$ cat config.mk
export PLATFORM = sky130hd
export DESIGN_NAME = tuner_pll_register_word_builder_top
export DESIGN_NICKNAME = d
export VERILOG_FILES = /design/src/tplwb_pkg.sv /design/src/tuner_pll_register_word_builder_top.sv
export SDC_FILE = /design/constraint.sdc
export NUM_CORES = 1
export LEC_CHECK = 0
export ABC_AREA = 1
export BUFFER_PORTS_ARGS = -buffer_cell sky130_fd_sc_hd__buf_2
export CAP_MARGIN = 20
export CORE_MARGIN = 5
export CORE_UTILIZATION = 40
export DETAILED_ROUTE_END_ITERATION = 8
export PLACE_DENSITY = 0.65
export SLEW_MARGIN = 10
export SYNTH_ARGS = -nofsm -noshare
export SYNTH_HDL_FRONTEND = slang
export SYNTH_SLANG_ARGS = --single-unit
export TNS_END_PERCENT = 30
$ cat constraint.sdc
create_clock -name clk -period 6.3 [get_ports clk]
set_input_delay 0.315 -clock clk [delete_from_list [all_inputs] [get_ports clk]]
set_output_delay 0.315 -clock clk [all_outputs]
set_load 0.1 [all_outputs]
$ cat src/tplwb_pkg.sv
// tplwb_pkg: constants and tables for the tuner pll register word builder
// band table, low-pass table, write group and status codes
// no dependencies
package tplwb_pkg;

    localparam int BAND_COUNT = 9;
    localparam int LPF_COUNT  = 13;

    // frequency limits in 100 kHz units
    localparam logic [14:0] FREQ_MIN = 15'd9500;
    localparam logic [14:0] FREQ_MAX = 15'd21500;
    // at or below this the reference step is 500 kHz
    localparam logic [14:0] FREQ_REF = 15'd10240;

    // reciprocal of 5 (shift 18) and of 10 (shift 19), exact for 15-bit inputs
    localparam logic [15:0] RECIP_MUL = 16'd52429;
    localparam int          RECIP_SH5 = 18;
    localparam int          RECIP_SH10 = 19;

    localparam logic [31:0] SRATE_MUL = 32'd27;

    // exclusive upper band edges in 100 kHz units, lower edges are contiguous
    localparam logic [14:0] BAND_HI [BAND_COUNT] = '{
        15'd9860, 15'd10730, 15'd11540, 15'd12910, 15'd14470,
        15'd16150, 15'd17910, 15'd19720, 15'd21500
    };
    localparam logic BAND_PSC [BAND_COUNT] = '{
        1'b0, 1'b0, 1'b1, 1'b1, 1'b1, 1'b1, 1'b1, 1'b1, 1'b1
    };
    localparam logic BAND_DIV [BAND_COUNT] = '{
        1'b1, 1'b1, 1'b1, 1'b0, 1'b0, 1'b0, 1'b0, 1'b0, 1'b0
    };
    localparam logic [2:0] BAND_BA [BAND_COUNT] = '{
        3'd5, 3'd6, 3'd7, 3'd1, 3'd2, 3'd3, 3'd4, 3'd5, 3'd6
    };

    // bw <= m  <=>  srate*27 < (m+1)*32000000, for m = 10, 12 ... 34
    localparam logic [31:0] LPF_LIMIT [LPF_COUNT] = '{
        32'd352000000, 32'd416000000, 32'd480000000, 32'd544000000,
        32'd608000000, 32'd672000000, 32'd736000000, 32'd800000000,
        32'd864000000, 32'd928000000, 32'd992000000, 32'd1056000000,
        32'd1120000000
    };
    localparam logic [3:0] LPF_CODE [LPF_COUNT] = '{
        4'hc, 4'h2, 4'ha, 4'h6, 4'he, 4'h1, 4'h9, 4'h5, 4'hd, 4'h3, 4'hb, 4'h7, 4'hf
    };

    // write groups
    localparam logic [1:0] GRP_MAIN   = 2'd0;
    localparam logic [1:0] GRP_TM     = 2'd1;
    localparam logic [1:0] GRP_FILTER = 2'd2;
    localparam logic [1:0] GRP_STATUS = 2'd3;

    // status codes
    localparam logic [2:0] ST_OK      = 3'd0;
    localparam logic [2:0] ST_RANGE   = 3'd1;
    localparam logic [2:0] ST_NO_BAND = 3'd2;
    localparam logic [2:0] ST_DIVIDER = 3'd3;
    localparam logic [2:0] ST_BW_WIDE = 3'd4;

    // configuration register indexes
    localparam logic CFG_BB_GAIN     = 1'b0;
    localparam logic CFG_CHARGE_PUMP = 1'b1;

    // reset values of the configuration registers
    localparam logic [1:0] BB_GAIN_RST     = 2'd2;
    localparam logic [1:0] CHARGE_PUMP_RST = 2'd3;

    // item counts per run
    localparam logic [2:0] CNT_FULL   = 3'd7;
    localparam logic [2:0] CNT_BW     = 3'd6;
    localparam logic [2:0] CNT_STATUS = 3'd1;

endpackage

$ cat src/tuner_pll_register_word_builder_top.sv
// tuner pll register word builder: tune request in, synthesizer register words out
// the request passes the input, compute and result buffer registers before its first word shows
// words: 7 per request on success, 6 on bandwidth error, 1 on other errors;
//   the output serialiser sets the rate, one word per cycle while out_ready is high
// reset: rst_n async active low clears all valids, gain to 2 and charge pump to 3
// depends on tplwb_pkg
module tuner_pll_register_word_builder_top
(
    input  logic        clk,
    input  logic        rst_n,

    input  logic        cfg_we,
    input  logic        cfg_index,
    input  logic [1:0]  cfg_data,

    input  logic        in_valid,
    output logic        in_ready,
    input  logic [14:0] freq_100khz,
    input  logic [26:0] symbol_rate,

    output logic        out_valid,
    input  logic        out_ready,
    output logic [7:0]  reg_byte,
    output logic [1:0]  write_group,
    output logic        end_of_group,
    output logic        last,
    output logic [2:0]  status
);

    // configuration
    logic [1:0] bb_gain_reg;
    logic [1:0] charge_pump_reg;

    // input stage
    logic        s1_valid_reg;
    logic [14:0] s1_freq_reg;
    logic [26:0] s1_srate_reg;

    // compute stage
    logic        s2_valid_reg;
    logic [2:0]  s2_status_reg;
    logic        s2_ref_reg;
    logic        s2_psc_reg;
    logic        s2_div_reg;
    logic [2:0]  s2_ba_reg;
    logic [11:0] s2_word_reg;
    logic [31:0] s2_srate27_reg;

    // result buffer
    logic        s3_valid_reg;
    logic [2:0]  s3_count_reg;
    logic [2:0]  s3_status_reg;
    logic [2:0]  s3_idx_reg;
    logic [7:0]  s3_bytes_reg [0:6];

    logic s3_done, s3_load, s2_free, s1_free;
    logic s2_load, s1_load;

    assign s3_done = s3_valid_reg && out_ready && (s3_idx_reg == s3_count_reg - 3'd1);
    assign s3_load = !s3_valid_reg || s3_done;
    assign s2_load = s2_valid_reg && s3_load;
    assign s2_free = !s2_valid_reg || s3_load;
    assign s1_load = s1_valid_reg && s2_free;
    assign s1_free = !s1_valid_reg || s2_free;
    assign in_ready = s1_free;

    always_ff @(posedge clk or negedge rst_n)
    begin
        if (!rst_n)
        begin
            bb_gain_reg     <= tplwb_pkg::BB_GAIN_RST;
            charge_pump_reg <= tplwb_pkg::CHARGE_PUMP_RST;
        end
        else if (cfg_we)
        begin
            unique case (cfg_index)
                tplwb_pkg::CFG_BB_GAIN:     bb_gain_reg     <= cfg_data;
                tplwb_pkg::CFG_CHARGE_PUMP: charge_pump_reg <= cfg_data;
                default:                    bb_gain_reg     <= bb_gain_reg;
            endcase
        end
    end

    // ---------------- input stage
    always_ff @(posedge clk or negedge rst_n)
    begin
        if (!rst_n)
            s1_valid_reg <= 1'b0;
        else if (s1_free)
            s1_valid_reg <= in_valid;
    end

    always_ff @(posedge clk)
    begin
        if (in_valid && in_ready)
        begin
            s1_freq_reg  <= freq_100khz;
            s1_srate_reg <= symbol_rate;
        end
    end

    // ---------------- range check, band lookup, divider word
    logic [2:0]  s2_status_next;
    logic        s2_ref_next;
    logic [3:0]  band_idx;
    logic        band_ok;
    logic [30:0] recip_prod;
    logic [11:0] s2_word_next;
    logic [31:0] s2_srate27_next;

    always_comb
    begin
        band_idx = 4'd0;
        band_ok  = 1'b0;
        // edges are contiguous, so the first upper edge above freq picks the band
        for (int i = tplwb_pkg::BAND_COUNT - 1; i >= 0; i--)
        begin
            if (s1_freq_reg < tplwb_pkg::BAND_HI[i])
            begin
                band_idx = 4'(i);
                band_ok  = 1'b1;
            end
        end

        priority if (s1_freq_reg < tplwb_pkg::FREQ_MIN || s1_freq_reg > tplwb_pkg::FREQ_MAX)
            s2_status_next = tplwb_pkg::ST_RANGE;
        else if (!band_ok)
            s2_status_next = tplwb_pkg::ST_NO_BAND;
        else
            s2_status_next = tplwb_pkg::ST_OK;

        s2_ref_next = (s1_freq_reg <= tplwb_pkg::FREQ_REF);

        // kHz/500 = freq/5, kHz/1000 = freq/10
        recip_prod = 31'({16'd0, s1_freq_reg} * {15'd0, tplwb_pkg::RECIP_MUL});
        if (s2_ref_next)
            s2_word_next = 12'(recip_prod >> tplwb_pkg::RECIP_SH5);
        else
            s2_word_next = 12'(recip_prod >> tplwb_pkg::RECIP_SH10);

        s2_srate27_next = {5'd0, s1_srate_reg} * tplwb_pkg::SRATE_MUL;
    end

    always_ff @(posedge clk or negedge rst_n)
    begin
        if (!rst_n)
            s2_valid_reg <= 1'b0;
        else if (s2_free)
            s2_valid_reg <= s1_valid_reg;
    end

    always_ff @(posedge clk)
    begin
        if (s1_load)
        begin
            s2_status_reg  <= s2_status_next;
            s2_ref_reg     <= s2_ref_next;
            s2_psc_reg     <= tplwb_pkg::BAND_PSC[band_idx];
            s2_div_reg     <= tplwb_pkg::BAND_DIV[band_idx];
            s2_ba_reg      <= tplwb_pkg::BAND_BA[band_idx];
            s2_word_reg    <= s2_word_next;
            s2_srate27_reg <= s2_srate27_next;
        end
    end

    // ---------------- N/A split, limits, low-pass pick, word build
    logic [7:0] div_n;
    logic [4:0] div_a;
    logic       div_bad;
    logic [3:0] lpf_code;
    logic       lpf_ok;
    logic [7:0] b2, b3, b4, b5, b4tm;
    logic [2:0] s3_count_next;
    logic [2:0] s3_status_next;

    always_comb
    begin
        if (s2_psc_reg)
        begin
            div_n = s2_word_reg[11:4];
            div_a = {1'b0, s2_word_reg[3:0]};
        end
        else
        begin
            div_n = {1'b0, s2_word_reg[11:5]};
            div_a = s2_word_reg[4:0];
        end
        // n above 255 and a above 31 cannot occur at these widths
        div_bad = ({3'd0, div_a} > div_n) || (div_n < 8'd5);

        lpf_code = 4'd0;
        lpf_ok   = 1'b0;
        for (int i = tplwb_pkg::LPF_COUNT - 1; i >= 0; i--)
        begin
            if (s2_srate27_reg < tplwb_pkg::LPF_LIMIT[i])
            begin
                lpf_code = tplwb_pkg::LPF_CODE[i];
                lpf_ok   = 1'b1;
            end
        end

        b2   = {1'b0, bb_gain_reg, div_n[7:3]};
        b3   = {div_n[2:0], div_a};
        b4   = {1'b1, charge_pump_reg, 4'b0000, s2_ref_reg};
        b5   = {s2_ba_reg, s2_psc_reg, 2'b00, s2_div_reg, 1'b1};
        b4tm = b4 | 8'h04;

        priority if (s2_status_reg != tplwb_pkg::ST_OK)
        begin
            s3_count_next  = tplwb_pkg::CNT_STATUS;
            s3_status_next = s2_status_reg;
        end
        else if (div_bad)
        begin
            s3_count_next  = tplwb_pkg::CNT_STATUS;
            s3_status_next = tplwb_pkg::ST_DIVIDER;
        end
        else if (!lpf_ok)
        begin
            s3_count_next  = tplwb_pkg::CNT_BW;
            s3_status_next = tplwb_pkg::ST_BW_WIDE;
        end
        else
        begin
            s3_count_next  = tplwb_pkg::CNT_FULL;
            s3_status_next = tplwb_pkg::ST_OK;
        end
    end

    always_ff @(posedge clk or negedge rst_n)
    begin
        if (!rst_n)
        begin
            s3_valid_reg <= 1'b0;
            s3_idx_reg   <= 3'd0;
        end
        else if (s3_load)
        begin
            s3_valid_reg <= s2_valid_reg;
            s3_idx_reg   <= 3'd0;
        end
        else if (out_ready)
            s3_idx_reg <= s3_idx_reg + 3'd1;
    end

    always_ff @(posedge clk)
    begin
        if (s2_load)
        begin
            s3_count_reg    <= s3_count_next;
            s3_status_reg   <= s3_status_next;
            s3_bytes_reg[0] <= b2;
            s3_bytes_reg[1] <= b3;
            s3_bytes_reg[2] <= b4;
            s3_bytes_reg[3] <= b5;
            s3_bytes_reg[4] <= b4tm;
            s3_bytes_reg[5] <= b4tm | {3'b000, lpf_code[3:2], 3'b000};
            s3_bytes_reg[6] <= b5 | {4'b0000, lpf_code[1:0], 2'b00};
        end
    end

    // ---------------- output word select
    logic is_final;

    assign is_final  = (s3_idx_reg == s3_count_reg - 3'd1);
    assign out_valid = s3_valid_reg;

    always_comb
    begin
        if (is_final && s3_status_reg != tplwb_pkg::ST_OK)
        begin
            reg_byte     = 8'd0;
            write_group  = tplwb_pkg::GRP_STATUS;
            end_of_group = 1'b1;
            last         = 1'b1;
            status       = s3_status_reg;
        end
        else
        begin
            reg_byte = s3_bytes_reg[s3_idx_reg];
            unique case (s3_idx_reg)
                3'd4:       write_group = tplwb_pkg::GRP_TM;
                3'd5, 3'd6: write_group = tplwb_pkg::GRP_FILTER;
                default:    write_group = tplwb_pkg::GRP_MAIN;
            endcase
            end_of_group = (s3_idx_reg == 3'd3) || (s3_idx_reg == 3'd4) ||
                           (s3_idx_reg == 3'd6);
            last         = is_final;
            status       = tplwb_pkg::ST_OK;
        end
    end

endmodule

Yosys cells after proc, flatten, opt, wreduce, memory -nomap -nowiden
Memories as Yosys holds them, arrays and structs flattened. A register that Yosys moved wholly into a read port is not among the register bits.
Cells that the tools add are included.
Widths: inputs -> output; s select.
{"block": "word_totals", "out_inout_bits": 17, "reg_bits": 106, "mem_bits_ro": 80, "word_cells": 143, "n_memories": 4, "mem_bits_rw": 56}
{"block": "classes", "n_addsub": 2, "n_mux": 62, "order_cmp": 27, "reduce_logical": 23, "multipliers": 2, "n_eq_ne": 5, "bitwise": 4}
{"name": "s3_bytes_reg", "words": 7, "word_bits": 8, "rd": 1, "rd_clocked_by_memory_dff": 0, "write_ports": 7, "line_no": "tuner_pll_register_word_builder_top.sv:54", "text": "logic [7:0] s3_bytes_reg [0:6];"}
{"name": "(no name shown)", "words": 16, "word_bits": 3, "rd": 1, "rd_clocked_by_memory_dff": 1, "write_ports": 0, "line_no": "tuner_pll_register_word_builder_top.sv:160", "text": "s2_ba_reg <= tplwb_pkg::BAND_BA[band_idx];"}
{"name": "(no name shown)", "words": 16, "word_bits": 1, "rd": 1, "rd_clocked_by_memory_dff": 1, "write_ports": 0, "line_no": "tuner_pll_register_word_builder_top.sv:159", "text": "s2_div_reg <= tplwb_pkg::BAND_DIV[band_idx];"}
{"name": "(no name shown)", "words": 16, "word_bits": 1, "rd": 1, "rd_clocked_by_memory_dff": 1, "write_ports": 0, "line_no": "tuner_pll_register_word_builder_top.sv:158", "text": "s2_psc_reg <= tplwb_pkg::BAND_PSC[band_idx];"}
{"cell": "$lt 32x30->1 const B", "n": 9}
{"cell": "$lt 15x14->1 const B", "n": 7}
{"cell": "$lt 32x29->1 const B", "n": 3}
{"cell": "$mux 4", "n": 22}
{"cell": "$lt 15x15->1 const B", "n": 3}
{"cell": "$lt 32x31->1 const B", "n": 1}
{"cell": "$mul 27x5->32 const B", "n": 1}
{"cell": "$mul 15x16->31 const B", "n": 1}
{"cell": "$mux 1", "n": 27}
{"cell": "$mux 3", "n": 6}
{"cell": "$mux 8", "n": 2}
{"cell": "$gt 15x15->1 const B", "n": 1}
{"cell": "$le 15x14->1 const B", "n": 1}
{"cell": "$mux 12", "n": 1}
{"cell": "$eq 3x3->1 const B", "n": 3}
{"cell": "$gt 5x8->1", "n": 1}
{"cell": "$lt 8x3->1 const B", "n": 1}
{"cell": "$or 8x4->8", "n": 1}
{"cell": "$or 8x5->8", "n": 1}
{"cell": "$logic_or 1x1->1", "n": 7}
{"cell": "$logic_and 1x1->1", "n": 6}
{"cell": "$reduce_bool 3->1", "n": 2}
{"cell": "$mux 5", "n": 1}
{"cell": "$not 4->5", "n": 1}
{"cell": "11 further kinds", "n": 16}

Depth between registers and ports, before layout
{"block": "depth", "ltp_word": 17, "mapped_depth": 27, "mapped_depth_nobuf": 27}

Least setup slack after synthesis
OpenSTA, ideal clock, no wires.
{"block": "synth_path", "path_kind": "register to output", "from": "reg s3_count_reg[0]", "to": "out reg_byte[5]", "stages_incl_launch_ff": 6, "arrival_ns": 5.745, "path_buffers": 0, "setup_slack_ns": 0.240, "path_cell_list": "edfxtp_1 > ha_1 > xnor2_1 > nand3_1 > a31oi_1 > a2111oi_0"}
{"block": "synth_between", "elab_chain_cells": 4}
{"item": "from (decl)", "line_no": "tuner_pll_register_word_builder_top.sv:51", "text": "logic [2:0] s3_count_reg;"}
{"item": "from (signal assigned)", "line_no": "tuner_pll_register_word_builder_top.sv:250", "text": "s3_count_reg <= s3_count_next;"}
{"item": "$sub 3x1->3", "line_no": "tuner_pll_register_word_builder_top.sv:265", "text": "assign is_final = (s3_idx_reg == s3_count_reg - 3'd1);"}
{"item": "$eq 3x3->1", "line_no": "tuner_pll_register_word_builder_top.sv:265"}
{"item": "$logic_and 1x1->1", "line_no": "tuner_pll_register_word_builder_top.sv:270", "text": "if (is_final && s3_status_reg != tplwb_pkg::ST_OK)"}
{"item": "$mux 8", "line_no": "tuner_pll_register_word_builder_top.sv:270"}
{"item": "to (decl)", "line_no": "tuner_pll_register_word_builder_top.sv:23", "text": "output logic [7:0] reg_byte,"}
No other way between the ends.

Worst setup path after layout
{"block": "layout_path", "from": "reg s1_freq_reg[9]", "to": "reg s2_word_reg[11] (data pin)"}
{"block": "layout_between", "elab_chain_cells": 2}
{"item": "from (decl)", "line_no": "tuner_pll_register_word_builder_top.sv:36", "text": "logic [14:0] s1_freq_reg;"}
{"item": "from (signal assigned)", "line_no": "tuner_pll_register_word_builder_top.sv:97", "text": "s1_freq_reg <= freq_100khz;"}
{"item": "$mul 15x16->31 / $le 15x14->1 (equally long branches)", "line_no": "tuner_pll_register_word_builder_top.sv:135, tuner_pll_register_word_builder_top.sv:132"}
{"item": "$mux 12 (*)", "line_no": "tuner_pll_register_word_builder_top.sv:136", "text": "if (s2_ref_next)"}
{"item": "net s2_word_next[11]", "line_no": "tuner_pll_register_word_builder_top.sv:108", "text": "logic [11:0] s2_word_next;"}
{"item": "to (signal assigned)", "line_no": "tuner_pll_register_word_builder_top.sv:161", "text": "s2_word_reg <= s2_word_next;"}
{"item": "to (decl)", "line_no": "tuner_pll_register_word_builder_top.sv:46", "text": "logic [11:0] s2_word_reg;"}
The timed path passes the listed nets; every way through them passes the cells marked *.
A chain may end at the register's enable or synchronous reset.

==> Implementation_results.wiki <==
{| class="wikitable"
! Metric !! Value
|-
| YS warnings || 0
|-
| Crit path max fanout || 7
|-
| Worst setup path startpoint || s1_freq_reg[9]
|-
| Max-slew violation count || 0
|-
| Number of hold buffers added after CTS || 1
|-
| Number of cells produced by synthesis || 1642
|-
| Synthesized Nets || between 2k and 2.5k
|-
| CP max stage cell || edfxtp_1
|-
| All-Layer GR Usage || 0.168
|-
| DRC errors left || 0
|-
| # resized after CTS || 0
|-
| Die height || 197 um
|-
| Worst Setup Path Type || reg2reg
|-
| Reg clk slew, reported paths || around 0.070 ns
|-
| First-pass detailed-route iteration total || 5
|-
| Vias/cell || 4.96
|-
| Highest clock frequency the design can meet || 177 MHz
|-
| Slew Limit Headroom || 0.341
|-
| # rows || a little under 70
|-
| Slew of the pin with the lowest slew margin || 0.987 ns
|-
| Worst endpoint required time || between 6 and 7 ns
|-
| Count of input and output buffers || 66
|-
| Max-cap violations || 0
|-
| Clock latency on the worst-skew pair || 0.43 ns
|-
| Clock tree from TritonCTS || done
|-
| Average wire length per cell after detail routing || 14.7 um
|-
| Cell area reported after detailed placement || 0.0149 mm^2
|-
| Seq/Total Area, Yosys || 0.265
|-
| Starting density of the core || 0.404
|-
| TritonCTS sink count || 125
|-
| Worst-case clock buffer depth || 2
|-
| Residual antenna-violating net count after detailed routing || 0
|-
| Result of the run || completed
|-
| Layout area overhead || 10.8%
|-
| I/O Pins || 67
|-
| Worst hold stages || 1
|-
| Number of fill cells in the layout || around 3.5k
|-
| Primary FF master, synth || edfxtp_1
|-
| H-tree level count || 4
|-
| Drt total wl || 32200 um
|-
| Worst R2R End || s2_word_reg[11]
|-
| Setup slack of the worst register-to-register path || 0.65 ns
|-
| Pin count of the biggest net entering global routing || 43
|-
| Final critical delay including setup and external delays || ~5.6 ns
|-
| Arr. time, crit path || 5.83 ns
|-
| Hold Crit Class || in2reg
|-
| Worst Hold Launch || symbol_rate[18]
|-
| Floorplan die width || 197 um
|-
| Multi-input gate area || 0.00881 mm^2
|-
| Post CTS Setup Buffer Count || 0
|-
| Synth Register Bits || 125
|-
| Netlist Area Pre-Place || 0.0140 mm^2
|-
| Final instance area || ~0.015 mm^2
|-
| Initial drt markers || 546
|-
| Reg-to-reg startpoint || s1_freq_reg[9]
|-
| Synthesized area per cell || 8.51 um^2
|-
| Final hold violation count || 0
|-
| Layout cells sized above 1 || 0.0882
|-
| Number of synthesized flops with an enable pin || 115
|-
| Combined flip-flop and latch cell area || around 0.0037 mm^2
|-
| Most common library cell in the layout ignoring fill and taps || inv_1
|-
| Routability Congestion || 0.935
|-
| Final Core Density || 0.448
|-
| Hold endpoint || s1_srate_reg[18]
|-
| Post-synth cell types || 60
|-
| Die area || 0.0388 mm^2
|-
| Nature of the critical path endpoint || flip-flop
|-
| Final worst path period share || 0.896
|-
| Most numerous cell on the critical path || nand2_1
|-
| Fin nets || 2087
|-
| Aggregate global routing overflow || 0
|-
| Setup repair after global routing missed its margin || no
|-
| Floorplan core area || 0.0345 mm^2
|-
| Number of cell instances on the worst register-to-register path || 23
|-
| Share of flip-flops with an asynchronous set or reset after synthesis || 0.0800
|-
| Nature of the critical path startpoint || flip-flop
|-
| Post-detailed-placement half-perimeter wirelength || about 27000 um
|-
| Crit-path max cell delay || 0.61 ns
|-
| Number of buffers added by the clock tree synthesis step || 17
|-
| Setup violations, final || 0
|-
| Setup TNS Final || 0 ns
|-
| Commonest cells after routing, fill and taps aside || inv_1 (360), nand2_1 (266), ha_1 (213)
|-
| Cells traversed along the worst timing path || inv_1 > ha_1 > inv_1 > fa_1 > fa_1 > inv_1 > ha_1 > a21o_1 > fa_1 > inv_1 > fa_1 > inv_1 > ha_1 > nand2_1 > o21ai_0 > o21bai_1 > a21oi_1 > nand2_1 > nand2_1 > nand2_1 > nand2_1 > nand3_1 > nand2_1
|-
| Antenna Diode Count || 0
|-
| Clock Skews || 0.00820 ns
|-
| Vias post-DR || 10.9k
|-
| Initial antenna violation count || 0
|-
| Wire length of the first global-routing pass || approximately 54000 um
|-
| Via count of the first global-routing pass || 10.7k
|-
| Buffer cell driving the clock tree root || clkbuf_16
|}
-- metal layers --
metal  wire length, um  global-route usage
met5                 0                   0
met4               367              0.0308
met3              1290              0.0258
met2             14100               0.258
met1             16400               0.255
-- cell families after synthesis --
logic type               share of synthesized area
XOR/XNOR                                    0.0231
buffers and inverters                        0.104
flip-flops                                   0.265
adder cells (fa/ha/maj)                      0.337
AO/OA/AOI/OAI                               0.0998
multiplexers                              0.000717
AND/OR/NAND/NOR                              0.170
-- Yosys cell counts, types with 3 or more instances --
master    number  area [um^2]
inv_1        361         1360
nand2_1      266          998
ha_1         213         2670
nor2_1       123          462
edfxtp_1     115         3450
fa_1         102         2040
a21oi_1       97          485
nand3_1       71          355
o21ai_0       60          300
nor3_1        22          110
nand4_1       21          131
xor2_1        21          184
xnor2_1       14          123
nand2_2       12         75.1
a21o_1        11         82.6
a31oi_1       10         62.6
o211ai_1      10         75.1
o21bai_1      10         75.1
buf_2          8         40.0
inv_2          8         30.0
dfrtp_1        7          175
or2_2          6         37.5
nor2_2         5         31.3
nor4_1         5         31.3
o31ai_1        5         37.5
a21boi_0       4         30.0
o22ai_1        4         25.0
a221oi_1       3         26.3
dfstp_2        3         78.8
o21ai_1        3         15.0
o221ai_1       3         26.3
-- worst max-delay path, delay by kind of cell, from the launching register on --
family          cells  cell delay [ns]
fa+ha+maj           7             3.02
compound gates      4             0.80
flops               1             0.61
simple gates        7             0.56
buf+inv             5             0.39
-- worst max-delay path by stage --
stage	endpoint	slack (ns)	depth (start not counted)
detailed placement	s2_word_reg[11]	0.66	23
global route	s2_word_reg[10]	0.31	23
global placement	s2_word_reg[11]	0.76	23
finish	s2_word_reg[11]	0.65	23
floorplan	reg_byte[5]	0.24	5
CTS	s2_word_reg[11]	0.66	23
-- final cells by class --
class	instances	area share
multi-input combinational	1134	0.569
sequential	125	0.240
inverter	372	0.0903
tap	455	0.0368
clock buffer	17	0.0275
timing repair buffer	72	0.0244
clock inverter	15	0.0120
-- stage by stage --
step | hold WS [ns] | cells | setup WS [ns]
after floorplan | 0.0194 | 1642 | 0.240
after global placement | 0.191 | 2157 | 0.759
after detailed placement | 0.196 | 2157 | 0.659
after CTS | 0.0398 | 2190 | 0.656
after global routing | 0.0376 | 2190 | 0.312
final | 0.0579 | 2190 | 0.652
Power is left out: the tool's default activity adds up to more than one toggle a clock period on the data nets, which glitch-free logic cannot reach.
